File: src/design/ipm_pkg.sv
// shared constants, command codes and control structs for the ground point mapper
package ipm_pkg;

   localparam int COORD_BITS = 12;
   localparam int COEF_W     = 32;
   localparam int MUL_B_W    = 25;
   localparam int PROD_W     = COEF_W + MUL_B_W;
   localparam int ACC_W      = 46;
   localparam int OUT_W      = 24;
   localparam int QUOT_W     = 25;
   localparam int DIV_PRE    = QUOT_W - 16;
   localparam int STEP_W     = 4;
   localparam int SQ_W       = 48;
   localparam int LIM_W      = 46;
   localparam int CNT_W      = 5;
   localparam int CSR_IDX_W  = 3;
   localparam int CSR_DATA_W = 64;

   // register indexes
   localparam logic [CSR_IDX_W-1:0] REG_COEF_A   = 3'd0;
   localparam logic [CSR_IDX_W-1:0] REG_COEF_B   = 3'd1;
   localparam logic [CSR_IDX_W-1:0] REG_COEF_C   = 3'd2;
   localparam logic [CSR_IDX_W-1:0] REG_COEF_D   = 3'd3;
   localparam logic [CSR_IDX_W-1:0] REG_COEF_L   = 3'd4;
   localparam logic [CSR_IDX_W-1:0] REG_SKY      = 3'd5;
   localparam logic [CSR_IDX_W-1:0] REG_RANGE    = 3'd6;
   localparam logic [CSR_IDX_W-1:0] REG_STEPS    = 3'd7;

   typedef logic [3:0] op_type;
   localparam op_type OP_NONE    = 4'd0;
   localparam op_type OP_LOAD    = 4'd1;
   localparam op_type OP_MOD     = 4'd2;
   localparam op_type OP_SKYSET  = 4'd3;
   localparam op_type OP_MUL     = 4'd4;
   localparam op_type OP_DIVINIT = 4'd5;
   localparam op_type OP_DIV     = 4'd6;
   localparam op_type OP_DIVEND  = 4'd7;
   localparam op_type OP_SQ      = 4'd8;
   localparam op_type OP_EMIT    = 4'd9;

   typedef struct packed {
      op_type     op;
      logic [2:0] idx;
      logic       sel_y;
   } cmd_type;

   typedef struct packed {
      logic on_grid;
      logic sky_hit;
      logic is_sky;
      logic w_zero;
      logic quot_bad;
      logic dist_ok;
      logic out_busy;
   } stat_type;

endpackage

File: src/design/ipm_ifs.sv
// valid/ready channel interfaces for pixel, ground point and register write words
interface ipm_req_if;
   logic                               valid;
   logic                               ready;
   logic [ipm_pkg::COORD_BITS-1:0]     pix_row;
   logic [ipm_pkg::COORD_BITS-1:0]     pix_col;
   logic [7:0]                         pix_blue;
   logic [7:0]                         pix_green;
   logic [7:0]                         pix_red;
   modport source (output valid, pix_row, pix_col, pix_blue, pix_green, pix_red,
                   input ready);
   modport sink   (input valid, pix_row, pix_col, pix_blue, pix_green, pix_red,
                   output ready);
endinterface

interface ipm_rsp_if;
   logic                               valid;
   logic                               ready;
   logic signed [ipm_pkg::OUT_W-1:0]   ground_x;
   logic signed [ipm_pkg::OUT_W-1:0]   ground_y;
   logic [7:0]                         out_red;
   logic [7:0]                         out_green;
   logic [7:0]                         out_blue;
   modport source (output valid, ground_x, ground_y, out_red, out_green, out_blue,
                   input ready);
   modport sink   (input valid, ground_x, ground_y, out_red, out_green, out_blue,
                   output ready);
endinterface

interface ipm_csr_if;
   logic                               valid;
   logic                               ready;
   logic [ipm_pkg::CSR_IDX_W-1:0]      index;
   logic [ipm_pkg::CSR_DATA_W-1:0]     data;
   modport source (output valid, index, data, input ready);
   modport sink   (input valid, index, data, output ready);
endinterface

File: src/design/ipm_datapath.sv
// registers, multiplier, divider and compare logic of the ground point mapper
module ipm_datapath (
   input  logic                               clock,
   input  logic                               reset,
   input  ipm_pkg::cmd_type                   cmd,
   output ipm_pkg::stat_type                  stat,
   input  logic [ipm_pkg::COORD_BITS-1:0]     pix_row,
   input  logic [ipm_pkg::COORD_BITS-1:0]     pix_col,
   input  logic [7:0]                         pix_blue,
   input  logic [7:0]                         pix_green,
   input  logic [7:0]                         pix_red,
   input  logic                               csr_valid,
   input  logic [ipm_pkg::CSR_IDX_W-1:0]      csr_index,
   input  logic [ipm_pkg::CSR_DATA_W-1:0]     csr_data,
   output logic                               rsp_valid,
   input  logic                               rsp_ready,
   output logic signed [ipm_pkg::OUT_W-1:0]   rsp_ground_x,
   output logic signed [ipm_pkg::OUT_W-1:0]   rsp_ground_y,
   output logic [7:0]                         rsp_red,
   output logic [7:0]                         rsp_green,
   output logic [7:0]                         rsp_blue
);
   import ipm_pkg::*;

   // configuration
   logic [63:0]  coef_a_ff, coef_b_ff, coef_c_ff, coef_d_ff;
   logic [31:0]  coef_l_ff;
   logic [7:0]   sky_ff;
   logic [22:0]  range_ff;
   logic [7:0]   steps_ff;

   // pixel and stream state
   logic [COORD_BITS-1:0] last_row_ff;
   logic                  sky_hit_ff;
   logic [COORD_BITS-1:0] row_ff, col_ff, sr_ff, sc_ff;
   logic [7:0]            blue_ff, green_ff, red_ff;
   logic [STEP_W-1:0]     dr_ff, dc_ff, rr_ff, rc_ff;

   // arithmetic
   logic signed [ACC_W-1:0] x_acc_ff, y_acc_ff, w_acc_ff;
   logic [ACC_W-1:0]        ud_ff, rem_ff;
   logic [QUOT_W-1:0]       sh_ff, q_ff;
   logic                    neg_ff, ovf_ff, bad_ff;
   logic signed [OUT_W-1:0] gx_ff, gy_ff;
   logic [SQ_W-1:0]         d2_ff;
   logic [LIM_W-1:0]        lim_ff;

   // output register
   logic                    out_v_ff;
   logic signed [OUT_W-1:0] ox_ff, oy_ff;
   logic [7:0]              or_ff, og_ff, ob_ff;

   logic [STEP_W-1:0]       rstep, cstep;
   logic [STEP_W:0]         mt_r, mt_c;
   logic signed [COEF_W-1:0]  ma;
   logic signed [MUL_B_W-1:0] mb;
   logic signed [PROD_W-1:0]  prod;
   logic signed [ACC_W-1:0] num;
   logic [ACC_W-1:0]        un, ud;
   logic [ACC_W:0]          dt, dd;
   logic                    dge;
   logic [OUT_W-1:0]        qres;
   logic                    qbad;
   logic [MUL_B_W-1:0]      coord_ext_c, coord_ext_r;

   assign rstep = (steps_ff[3:0] == '0) ? STEP_W'(1) : steps_ff[3:0];
   assign cstep = (steps_ff[7:4] == '0) ? STEP_W'(1) : steps_ff[7:4];
   assign mt_r  = {rr_ff, sr_ff[COORD_BITS-1]};
   assign mt_c  = {rc_ff, sc_ff[COORD_BITS-1]};

   assign coord_ext_c = {{(MUL_B_W-COORD_BITS){1'b0}}, col_ff};
   assign coord_ext_r = {{(MUL_B_W-COORD_BITS){1'b0}}, row_ff};

   // one shared signed multiplier
   always_comb begin
      ma = '0;
      mb = '0;
      unique case (cmd.op)
         OP_MUL: begin
            unique case (cmd.idx)
               3'd0:    begin ma = coef_a_ff[31:0];  mb = coord_ext_c; end
               3'd1:    begin ma = coef_a_ff[63:32]; mb = coord_ext_r; end
               3'd2:    begin ma = coef_b_ff[63:32]; mb = coord_ext_c; end
               3'd3:    begin ma = coef_c_ff[31:0];  mb = coord_ext_r; end
               3'd4:    begin ma = coef_d_ff[31:0];  mb = coord_ext_c; end
               default: begin ma = coef_d_ff[63:32]; mb = coord_ext_r; end
            endcase
         end
         OP_SQ: begin
            unique case (cmd.idx)
               3'd0: begin
                  ma = COEF_W'(gx_ff);
                  mb = MUL_B_W'(gx_ff);
               end
               3'd1: begin
                  ma = COEF_W'(gy_ff);
                  mb = MUL_B_W'(gy_ff);
               end
               default: begin
                  ma = {{(COEF_W-23){1'b0}}, range_ff};
                  mb = {{(MUL_B_W-23){1'b0}}, range_ff};
               end
            endcase
         end
         default: begin
            ma = '0;
            mb = '0;
         end
      endcase
   end
   assign prod = PROD_W'(ma) * PROD_W'(mb);

   // divider operands
   assign num = cmd.sel_y ? y_acc_ff : x_acc_ff;
   assign un  = num[ACC_W-1] ? ACC_W'(-num) : ACC_W'(num);
   assign ud  = w_acc_ff[ACC_W-1] ? ACC_W'(-w_acc_ff) : ACC_W'(w_acc_ff);
   assign dt  = {rem_ff, sh_ff[QUOT_W-1]};
   assign dge = dt >= {1'b0, ud_ff};
   assign dd  = dt - {1'b0, ud_ff};

   always_comb begin
      if (neg_ff) begin
         qbad = ovf_ff || (q_ff > QUOT_W'(1 << (OUT_W-1)));
         qres = OUT_W'(-q_ff);
      end else begin
         qbad = ovf_ff || (q_ff > QUOT_W'((1 << (OUT_W-1)) - 1));
         qres = q_ff[OUT_W-1:0];
      end
   end

   // config writes
   always_ff @(posedge clock) begin
      if (reset) begin
         coef_a_ff <= 64'd1048576;
         coef_b_ff <= 64'd0;
         coef_c_ff <= 64'd1048576;
         coef_d_ff <= 64'd0;
         coef_l_ff <= 32'd1048576;
         sky_ff    <= 8'd178;
         range_ff  <= 23'd524288;
         steps_ff  <= 8'd33;
      end else if (csr_valid) begin
         unique case (csr_index)
            REG_COEF_A: coef_a_ff <= csr_data;
            REG_COEF_B: coef_b_ff <= csr_data;
            REG_COEF_C: coef_c_ff <= csr_data;
            REG_COEF_D: coef_d_ff <= csr_data;
            REG_COEF_L: coef_l_ff <= csr_data[31:0];
            REG_SKY:    sky_ff    <= csr_data[7:0];
            REG_RANGE:  range_ff  <= csr_data[22:0];
            default:    steps_ff  <= csr_data[7:0];
         endcase
      end
   end

   // control state: row tracking, sky flag, output valid
   always_ff @(posedge clock) begin
      if (reset) begin
         last_row_ff <= '0;
         sky_hit_ff  <= 1'b0;
         out_v_ff    <= 1'b0;
      end else begin
         if (cmd.op == OP_LOAD) begin
            last_row_ff <= pix_row;
            if (pix_row != last_row_ff) sky_hit_ff <= 1'b0;
         end else if (cmd.op == OP_SKYSET) begin
            sky_hit_ff <= 1'b1;
         end
         if (cmd.op == OP_EMIT) out_v_ff <= 1'b1;
         else if (rsp_ready)    out_v_ff <= 1'b0;
      end
   end

   // payload and arithmetic registers
   always_ff @(posedge clock) begin
      unique case (cmd.op)
         OP_LOAD: begin
            row_ff   <= pix_row;
            col_ff   <= pix_col;
            sr_ff    <= pix_row;
            sc_ff    <= pix_col;
            blue_ff  <= pix_blue;
            green_ff <= pix_green;
            red_ff   <= pix_red;
            dr_ff    <= rstep;
            dc_ff    <= cstep;
            rr_ff    <= '0;
            rc_ff    <= '0;
            x_acc_ff <= ACC_W'($signed(coef_b_ff[31:0]));
            y_acc_ff <= ACC_W'($signed(coef_c_ff[63:32]));
            w_acc_ff <= ACC_W'($signed(coef_l_ff));
            bad_ff   <= 1'b0;
         end
         OP_MOD: begin
            sr_ff <= sr_ff << 1;
            sc_ff <= sc_ff << 1;
            rr_ff <= (mt_r >= {1'b0, dr_ff}) ? STEP_W'(mt_r - {1'b0, dr_ff}) : STEP_W'(mt_r);
            rc_ff <= (mt_c >= {1'b0, dc_ff}) ? STEP_W'(mt_c - {1'b0, dc_ff}) : STEP_W'(mt_c);
         end
         OP_MUL: begin
            if (cmd.idx < 3'd2)      x_acc_ff <= x_acc_ff + prod[ACC_W-1:0];
            else if (cmd.idx < 3'd4) y_acc_ff <= y_acc_ff + prod[ACC_W-1:0];
            else                     w_acc_ff <= w_acc_ff + prod[ACC_W-1:0];
         end
         OP_DIVINIT: begin
            ud_ff  <= ud;
            rem_ff <= un >> DIV_PRE;
            sh_ff  <= {un[DIV_PRE-1:0], 16'b0};
            q_ff   <= '0;
            neg_ff <= num[ACC_W-1] ^ w_acc_ff[ACC_W-1];
            ovf_ff <= {{DIV_PRE{1'b0}}, un} >= {ud, {DIV_PRE{1'b0}}};
         end
         OP_DIV: begin
            sh_ff  <= sh_ff << 1;
            q_ff   <= {q_ff[QUOT_W-2:0], dge};
            rem_ff <= dge ? dd[ACC_W-1:0] : dt[ACC_W-1:0];
         end
         OP_DIVEND: begin
            if (cmd.sel_y) gy_ff <= qres;
            else           gx_ff <= qres;
            bad_ff <= bad_ff | qbad;
         end
         OP_SQ: begin
            unique case (cmd.idx)
               3'd0:    d2_ff  <= prod[SQ_W-1:0];
               3'd1:    d2_ff  <= d2_ff + prod[SQ_W-1:0];
               default: lim_ff <= prod[LIM_W-1:0];
            endcase
         end
         OP_EMIT: begin
            ox_ff <= gx_ff;
            oy_ff <= gy_ff;
            or_ff <= red_ff;
            og_ff <= green_ff;
            ob_ff <= blue_ff;
         end
         default: begin
         end
      endcase
   end

   assign stat.on_grid  = (rr_ff == '0) && (rc_ff == '0);
   assign stat.sky_hit  = sky_hit_ff;
   assign stat.is_sky   = blue_ff == sky_ff;
   assign stat.w_zero   = w_acc_ff == '0;
   assign stat.quot_bad = bad_ff;
   assign stat.dist_ok  = d2_ff <= {{(SQ_W-LIM_W){1'b0}}, lim_ff};
   assign stat.out_busy = out_v_ff && !rsp_ready;

   assign rsp_valid    = out_v_ff;
   assign rsp_ground_x = ox_ff;
   assign rsp_ground_y = oy_ff;
   assign rsp_red      = or_ff;
   assign rsp_green    = og_ff;
   assign rsp_blue     = ob_ff;

endmodule

File: src/design/ipm_control.sv
// sequencer that steps one pixel word through the datapath
module ipm_control (
   input  logic               clock,
   input  logic               reset,
   input  logic               in_valid,
   output logic               in_ready,
   output ipm_pkg::cmd_type   cmd,
   input  ipm_pkg::stat_type  stat
);
   import ipm_pkg::*;

   localparam logic [3:0] S_IDLE  = 4'd0;
   localparam logic [3:0] S_MOD   = 4'd1;
   localparam logic [3:0] S_CHECK = 4'd2;
   localparam logic [3:0] S_MUL   = 4'd3;
   localparam logic [3:0] S_ZCHK  = 4'd4;
   localparam logic [3:0] S_DINIT = 4'd5;
   localparam logic [3:0] S_DIV   = 4'd6;
   localparam logic [3:0] S_DEND  = 4'd7;
   localparam logic [3:0] S_QCHK  = 4'd8;
   localparam logic [3:0] S_SQ    = 4'd9;
   localparam logic [3:0] S_DCMP  = 4'd10;

   logic [3:0]       state_ff, state_in;
   logic [CNT_W-1:0] cnt_ff, cnt_in;
   logic             sel_ff, sel_in;

   assign in_ready = state_ff == S_IDLE;

   always_comb begin
      state_in  = state_ff;
      cnt_in    = cnt_ff;
      sel_in    = sel_ff;
      cmd.op    = OP_NONE;
      cmd.idx   = cnt_ff[2:0];
      cmd.sel_y = sel_ff;
      unique case (state_ff)
         S_IDLE: begin
            if (in_valid) begin
               cmd.op   = OP_LOAD;
               cnt_in   = '0;
               state_in = S_MOD;
            end
         end
         S_MOD: begin
            cmd.op = OP_MOD;
            cnt_in = cnt_ff + 1'b1;
            if (cnt_ff == CNT_W'(COORD_BITS - 1)) state_in = S_CHECK;
         end
         S_CHECK: begin
            cnt_in = '0;
            priority if (!stat.on_grid || stat.sky_hit) begin
               state_in = S_IDLE;
            end else if (stat.is_sky) begin
               cmd.op   = OP_SKYSET;
               state_in = S_IDLE;
            end else begin
               state_in = S_MUL;
            end
         end
         S_MUL: begin
            cmd.op = OP_MUL;
            cnt_in = cnt_ff + 1'b1;
            if (cnt_ff == CNT_W'(5)) state_in = S_ZCHK;
         end
         S_ZCHK: begin
            sel_in   = 1'b0;
            state_in = stat.w_zero ? S_IDLE : S_DINIT;
         end
         S_DINIT: begin
            cmd.op   = OP_DIVINIT;
            cnt_in   = '0;
            state_in = S_DIV;
         end
         S_DIV: begin
            cmd.op = OP_DIV;
            cnt_in = cnt_ff + 1'b1;
            if (cnt_ff == CNT_W'(QUOT_W - 1)) state_in = S_DEND;
         end
         S_DEND: begin
            cmd.op = OP_DIVEND;
            if (sel_ff) begin
               state_in = S_QCHK;
            end else begin
               sel_in   = 1'b1;
               state_in = S_DINIT;
            end
         end
         S_QCHK: begin
            cnt_in   = '0;
            state_in = stat.quot_bad ? S_IDLE : S_SQ;
         end
         S_SQ: begin
            cmd.op = OP_SQ;
            cnt_in = cnt_ff + 1'b1;
            if (cnt_ff == CNT_W'(2)) state_in = S_DCMP;
         end
         S_DCMP: begin
            priority if (!stat.dist_ok) begin
               state_in = S_IDLE;
            end else if (!stat.out_busy) begin
               cmd.op   = OP_EMIT;
               state_in = S_IDLE;
            end else begin
               state_in = S_DCMP;
            end
         end
         default: state_in = S_IDLE;
      endcase
   end

   always_ff @(posedge clock) begin
      if (reset) begin
         state_ff <= S_IDLE;
         cnt_ff   <= '0;
         sel_ff   <= 1'b0;
      end else begin
         state_ff <= state_in;
         cnt_ff   <= cnt_in;
         sel_ff   <= sel_in;
      end
   end

endmodule

File: src/design/ipm_pixel_to_ground_point.sv
// top level: maps sampled camera pixels through a homography onto ground points
// ipm_pixel_to_ground_point takes one pixel word (row, column, rgb) at a time and
// returns at most one ground point word (x, y in signed q7.16 metres, plus the
// pixel colour). a word is taken only while the sequencer is idle. an off-grid
// pixel, a pixel in a row already ended by sky, or a sky pixel stops after the
// 12 grid remainder steps, one with a zero denominator after the 6 shared
// multiplier passes; a mapped pixel also runs two 25-step restoring divides
// and 3 squaring passes, plus any wait for a free output register. the
// result sits in its own register, so the next pixel is taken while the
// previous point still waits. register writes are always accepted and must
// only be issued while no pixel is in flight.
module ipm_pixel_to_ground_point (
   input  logic          clock,
   input  logic          reset,
   ipm_req_if.sink       req,
   ipm_rsp_if.source     rsp,
   ipm_csr_if.sink       csr
);
   import ipm_pkg::*;

   cmd_type  cmd;
   stat_type stat;

   // register port never stalls
   assign csr.ready = 1'b1;

   // sequencer: grid check, sky handling, arithmetic order
   ipm_control u_control (
      .clock    (clock),
      .reset    (reset),
      .in_valid (req.valid),
      .in_ready (req.ready),
      .cmd      (cmd),
      .stat     (stat)
   );

   // datapath: config, shared multiplier, divider, output register
   ipm_datapath u_datapath (
      .clock        (clock),
      .reset        (reset),
      .cmd          (cmd),
      .stat         (stat),
      .pix_row      (req.pix_row),
      .pix_col      (req.pix_col),
      .pix_blue     (req.pix_blue),
      .pix_green    (req.pix_green),
      .pix_red      (req.pix_red),
      .csr_valid    (csr.valid),
      .csr_index    (csr.index),
      .csr_data     (csr.data),
      .rsp_valid    (rsp.valid),
      .rsp_ready    (rsp.ready),
      .rsp_ground_x (rsp.ground_x),
      .rsp_ground_y (rsp.ground_y),
      .rsp_red      (rsp.out_red),
      .rsp_green    (rsp.out_green),
      .rsp_blue     (rsp.out_blue)
   );

endmodule

File: src/flat_wrapper.sv
// flat-port wrapper written by rule: the top's interface ports become plain ports
module ipm_pixel_to_ground_point_flat import ipm_pkg::*;
  (clock, reset, req_valid, req_pix_row, req_pix_col, req_pix_blue, req_pix_green, req_pix_red, req_ready, rsp_valid, rsp_ground_x, rsp_ground_y, rsp_out_red, rsp_out_green, rsp_out_blue, rsp_ready, csr_valid, csr_index, csr_data, csr_ready);
  ipm_req_if req_i ();
  ipm_rsp_if rsp_i ();
  ipm_csr_if csr_i ();
  input  logic clock;
  input  logic reset;
  input wire logic [$bits(req_i.valid)-1:0] req_valid;
  input wire logic [$bits(req_i.pix_row)-1:0] req_pix_row;
  input wire logic [$bits(req_i.pix_col)-1:0] req_pix_col;
  input wire logic [$bits(req_i.pix_blue)-1:0] req_pix_blue;
  input wire logic [$bits(req_i.pix_green)-1:0] req_pix_green;
  input wire logic [$bits(req_i.pix_red)-1:0] req_pix_red;
  output wire logic [$bits(req_i.ready)-1:0] req_ready;
  output wire logic [$bits(rsp_i.valid)-1:0] rsp_valid;
  output wire logic [$bits(rsp_i.ground_x)-1:0] rsp_ground_x;
  output wire logic [$bits(rsp_i.ground_y)-1:0] rsp_ground_y;
  output wire logic [$bits(rsp_i.out_red)-1:0] rsp_out_red;
  output wire logic [$bits(rsp_i.out_green)-1:0] rsp_out_green;
  output wire logic [$bits(rsp_i.out_blue)-1:0] rsp_out_blue;
  input wire logic [$bits(rsp_i.ready)-1:0] rsp_ready;
  input wire logic [$bits(csr_i.valid)-1:0] csr_valid;
  input wire logic [$bits(csr_i.index)-1:0] csr_index;
  input wire logic [$bits(csr_i.data)-1:0] csr_data;
  output wire logic [$bits(csr_i.ready)-1:0] csr_ready;
  assign req_i.valid = req_valid;
  assign req_i.pix_row = req_pix_row;
  assign req_i.pix_col = req_pix_col;
  assign req_i.pix_blue = req_pix_blue;
  assign req_i.pix_green = req_pix_green;
  assign req_i.pix_red = req_pix_red;
  assign req_ready = req_i.ready;
  assign rsp_valid = rsp_i.valid;
  assign rsp_ground_x = rsp_i.ground_x;
  assign rsp_ground_y = rsp_i.ground_y;
  assign rsp_out_red = rsp_i.out_red;
  assign rsp_out_green = rsp_i.out_green;
  assign rsp_out_blue = rsp_i.out_blue;
  assign rsp_i.ready = rsp_ready;
  assign csr_i.valid = csr_valid;
  assign csr_i.index = csr_index;
  assign csr_i.data = csr_data;
  assign csr_ready = csr_i.ready;
  ipm_pixel_to_ground_point u_core (.clock(clock), .reset(reset), .req(req_i), .rsp(rsp_i), .csr(csr_i));
endmodule
File: config.mk
export PLATFORM = sky130hd
export DESIGN_NAME = ipm_pixel_to_ground_point_flat
export DESIGN_NICKNAME = d
export VERILOG_FILES = /design/src/design/ipm_pkg.sv /design/src/design/ipm_ifs.sv /design/src/design/ipm_datapath.sv /design/src/design/ipm_control.sv /design/src/design/ipm_pixel_to_ground_point.sv /design/src/flat_wrapper.sv
export SDC_FILE = /design/constraint.sdc
export NUM_CORES = 2
export LEC_CHECK = 0
export ABC_CLOCK_PERIOD_IN_PS = 15600
export BUFFER_PORTS_ARGS = -buffer_cell sky130_fd_sc_hd__buf_2
export CAP_MARGIN = 20
export CORE_MARGIN = 8
export CORE_UTILIZATION = 45
export DETAILED_ROUTE_END_ITERATION = 7
export GPL_ROUTABILITY_DRIVEN = 0
export PLACE_DENSITY = 0.65
export SYNTH_ARGS = -nofsm -noshare
export SYNTH_HDL_FRONTEND = slang
export SYNTH_SLANG_ARGS = --single-unit
File: constraint.sdc
create_clock -name clock -period 15.6 [get_ports clock]
set_clock_uncertainty 0.05 [all_clocks]
set_input_delay 3.12 -clock clock [delete_from_list [all_inputs] [get_ports clock]]
set_output_delay 3.12 -clock clock [all_outputs]
set_load 0.005 [all_outputs]
==> impl_metrics.py <==
metrics = {
    "outcome": {
        "outcome": "finished clean",
    },
    "hold_path": {
        "hp-class": "flop to flop",
    },
    "power": {
        "p_leak_uw": 0.0360,
        "power_density_mw_per_mm2": 85.8,
        "ir_drop_v": 0.000134,
    },
    "global_routing": {
        "grt_max_degree": 150,
        "grt_antenna_before_repair": 23,
        "gr-total-overflow": 0,
        "grt_use_total_pct": 26.7,
        "grt_pass1_vias": 62300,
        "grt_pass1_wl_um": 381000,
    },
    "sta": {
        "setup_viol": 0,
        "rsz0062_at_grt": "no",
        "fin_crit_sh_pct": 86.5,
        "finalMaxSlewViolations": 0,
        "hold_viol": 0,
        "post-route-min-period_ns": 13.49,
        "tns_ns": 0,
        "setup_slack_ns": 2.11,
        "slew_headroom_pct": 15.6,
        "worst_pin_slew_ns": 1.26,
        "fmax_ghz": 0.0741,
    },
    "floorplanning": {
        "start_util_pct": 45.3,
        "fp.dieW_um": 429,
        "design.die.area_mm2": 0.184,
        "die_y_um": 429,
        "rows": 151,
        "core_mm2": 0.169,
        "io_pins": 195,
    },
    "cts": {
        "cts_root_buffer": "clkbuf_16",
        "cts_sinks": 920,
        "clock_path_buffers": 3,
        "htree_levels": 3,
        "cts_hold_buf": 0,
        "insertion_delay_ns": 0.75,
        "cts_resized": 0,
        "cts_made_buffers": 97,
        "cts_tree": "yes",
        "path_clk_slew_ns": 0.07,
        "post_cts_buffers": 0,
    },
    "cells_and_area": {
        "final_area_mm2": 0.0839,
        "instances_no_fill": 10900,
        "drive_gt1_share_pct": 7.08,
        "layout_commonest_cell": "nand2_1",
        "final_nets": 9892,
        "syn_to_final_growth_pct": 9.26,
        "layout_common_cells": "nand2_1, inv_1, fa_1",
    },
    "detailed_routing": {
        "first_pass_iters": 6,
        "highest_layer": "met5",
        "routed_wl_um": 254000,
        "wl_met1_um": 98900,
        "ant_nets": 0,
        "drt_iter0_drc": 6663,
        "drc": 0,
        "vias": 63000,
        "wl_per_cell_um": 23.3,
        "routed-wl-met2_um": 111000,
        "vias_per_cell": 5.79,
        "met3WireLength_um": 25000,
    },
    "critical_path": {
        "slowest_stage": "xor2_1",
        "critical_path.endpoint_type": "flop",
        "critPathArrivalTime_ns": 13.89,
        "cpMostUsedCell": "fa_1",
        "path_max_fanout": 32,
        "cp.required_ns": 16.00,
        "slowest_delay_ns": 1.00,
        "path_class": "flop to flop",
        "critPathLaunchType": "flop",
    },
    "synthesis": {
        "synth-compound-area-share_pct": 14.0,
        "syn_area_mm2": 0.0768,
        "async_reset_ff_share_pct": 0,
        "synth_xor_area_share_pct": 4.65,
        "synth_top_family_by_area": "adder cells",
        "synth_adder_area_share_pct": 26.6,
        "synth.distinct_cells": 85,
        "syn_nets": 9866,
        "synth_mux_area_share_pct": 1.25,
        "synthSimpleGateAreaFrac_pct": 15.1,
        "synth-main-ff-cell": "edfxtp_1",
        "synth_seq_cells": 920,
        "yosysWarnings": 0,
        "syn_area_per_cell_um2": 8.98,
        "seq_area_frac_synth_pct": 31.4,
        "synth_cells": 8548,
        "synth_edf_count": 569,
    },
    "placed_design": {
        "place_ws_ns": 2.43,
        "dpl.hpwl_um": 192000,
        "placed_area_mm2": 0.0805,
        "port_buffers": 193,
        "dp.cells": 10700,
    },
    "flow_run": {
        "maxCapViolCount": 0,
    },
}
-- registers in the layout, indices dropped and copies added, names as in the netlist, 48 cells and up --
register	cells
u_core.u_datapath.coef_c_ff	64
u_core.u_datapath.coef_b_ff	64
u_core.u_datapath.coef_a_ff	64
u_core.u_datapath.d2_ff	48
u_core.u_datapath.coef_d_ff	64
-- critical path, delay by kind of cell, from the launching register on --
family,cells,cell delay [ns]
adders and majority gates,10,4.60
DFF,1,0.40
AOI/OAI and AO/OA,9,2.98
buffers and inverters,7,0.93
xor gates and xnor gates,3,1.35
and+or+nand+nor,12,2.85
-- final cells by class --
cell class | instances | area (um^2)
inverter | 1024 | 3840
sequential | 920 | 24100
clock inverter | 45 | 541
clock buffer | 135 | 2810
fill | 15700 | 85600
timing repair buffer | 340 | 2100
antenna | 18 | 45.0
tap | 2218 | 2780
multi-input combinational | 6191 | 47700
-- worst paths after layout --
| check | start | end | slack, ns | depth (start not counted) |
|---|---|---|---|---|
| setup reg to reg | u_core.u_control.cnt_ff[1]$_SDFFE_PP0P_ | u_core.u_datapath.d2_ff[47]$_DFFE_PP_ | 2.11 | 41 |
| hold / removal | u_core.u_datapath.green_ff[0]$_DFFE_PP_ | u_core.u_datapath.rsp_green[0]$_DFFE_PP_ | 0.36 | 0 |
| hold reg to reg | u_core.u_datapath.green_ff[0]$_DFFE_PP_ | u_core.u_datapath.rsp_green[0]$_DFFE_PP_ | 0.36 | 0 |
| setup / recovery | u_core.u_control.cnt_ff[1]$_SDFFE_PP0P_ | u_core.u_datapath.d2_ff[47]$_DFFE_PP_ | 2.11 | 41 |
-- power by group --
| part | internal, uW | leakage [uW] | switching (uW) |
|---|---|---|---|
| Sequential | 2890 | 0.00801 | 178 |
| Clock | 1380 | 0.00164 | 1040 |
| Combinational | 562 | 0.0263 | 1150 |
-- synthesized netlist by cell type (17+ instances only) --
| master | n | area (um^2) |
|---|---|---|
| nor3_1 | 74 | 370 |
| mux2i_1 | 86 | 861 |
| or3_1 | 29 | 181 |
| xor2_1 | 130 | 1140 |
| a31oi_1 | 40 | 250 |
| nor2_1 | 500 | 1880 |
| fa_1 | 721 | 14400 |
| inv_1 | 1023 | 3840 |
| dfxtp_1 | 351 | 7030 |
| nor2b_1 | 57 | 357 |
| a21o_1 | 161 | 1210 |
| clkbuf_1 | 376 | 1410 |
| or2_2 | 17 | 106 |
| edfxtp_1 | 569 | 17100 |
| buf_1 | 25 | 93.8 |
| nor4_1 | 27 | 169 |
| a211oi_1 | 41 | 308 |
| and2_1 | 56 | 350 |
| nand3_1 | 70 | 350 |
| o21a_1 | 67 | 503 |
| and3_1 | 29 | 181 |
| nand2_1 | 1666 | 6250 |
| nand4_1 | 71 | 444 |
| o211ai_1 | 22 | 165 |
| a22oi_1 | 79 | 593 |
| nand2b_1 | 64 | 400 |
| xnor2_1 | 278 | 2430 |
| o21bai_1 | 47 | 353 |
| o21ai_0 | 420 | 2100 |
| o31ai_1 | 45 | 338 |
| a221oi_1 | 38 | 333 |
| o21ai_1 | 24 | 120 |
| a21oi_1 | 643 | 3220 |
| ha_1 | 477 | 5970 |
-- per-layer routing --
layer,track usage (%),up-vias
met2,41.4,3143
met3,6.40,704
met1,33.8,30700
met4,16.0,10
li1,-,28500
met5,0,-
-- kinds of logic after synthesis --
logic type	Yosys count
AOI/OAI and AO/OA	1766
muxes	95
buffers and inverters	1437
and+or+nand+nor	2723
other	1
DFF	920
xor gates and xnor gates	408
adders and majority gates	1198
-- stage by stage --
step           power (uW)  util, %  hold slack, ns
2_1_floorplan        4200        -           0.350
3_3_place_gp         4720     47.5           0.350
3_5_place_dp         4780     47.5           0.355
4_1_cts              7190     49.5           0.362
5_1_grt              7490     49.5           0.371
6_report             7200     49.5           0.360
No activity file was read; power rests on OpenSTA's default activity.
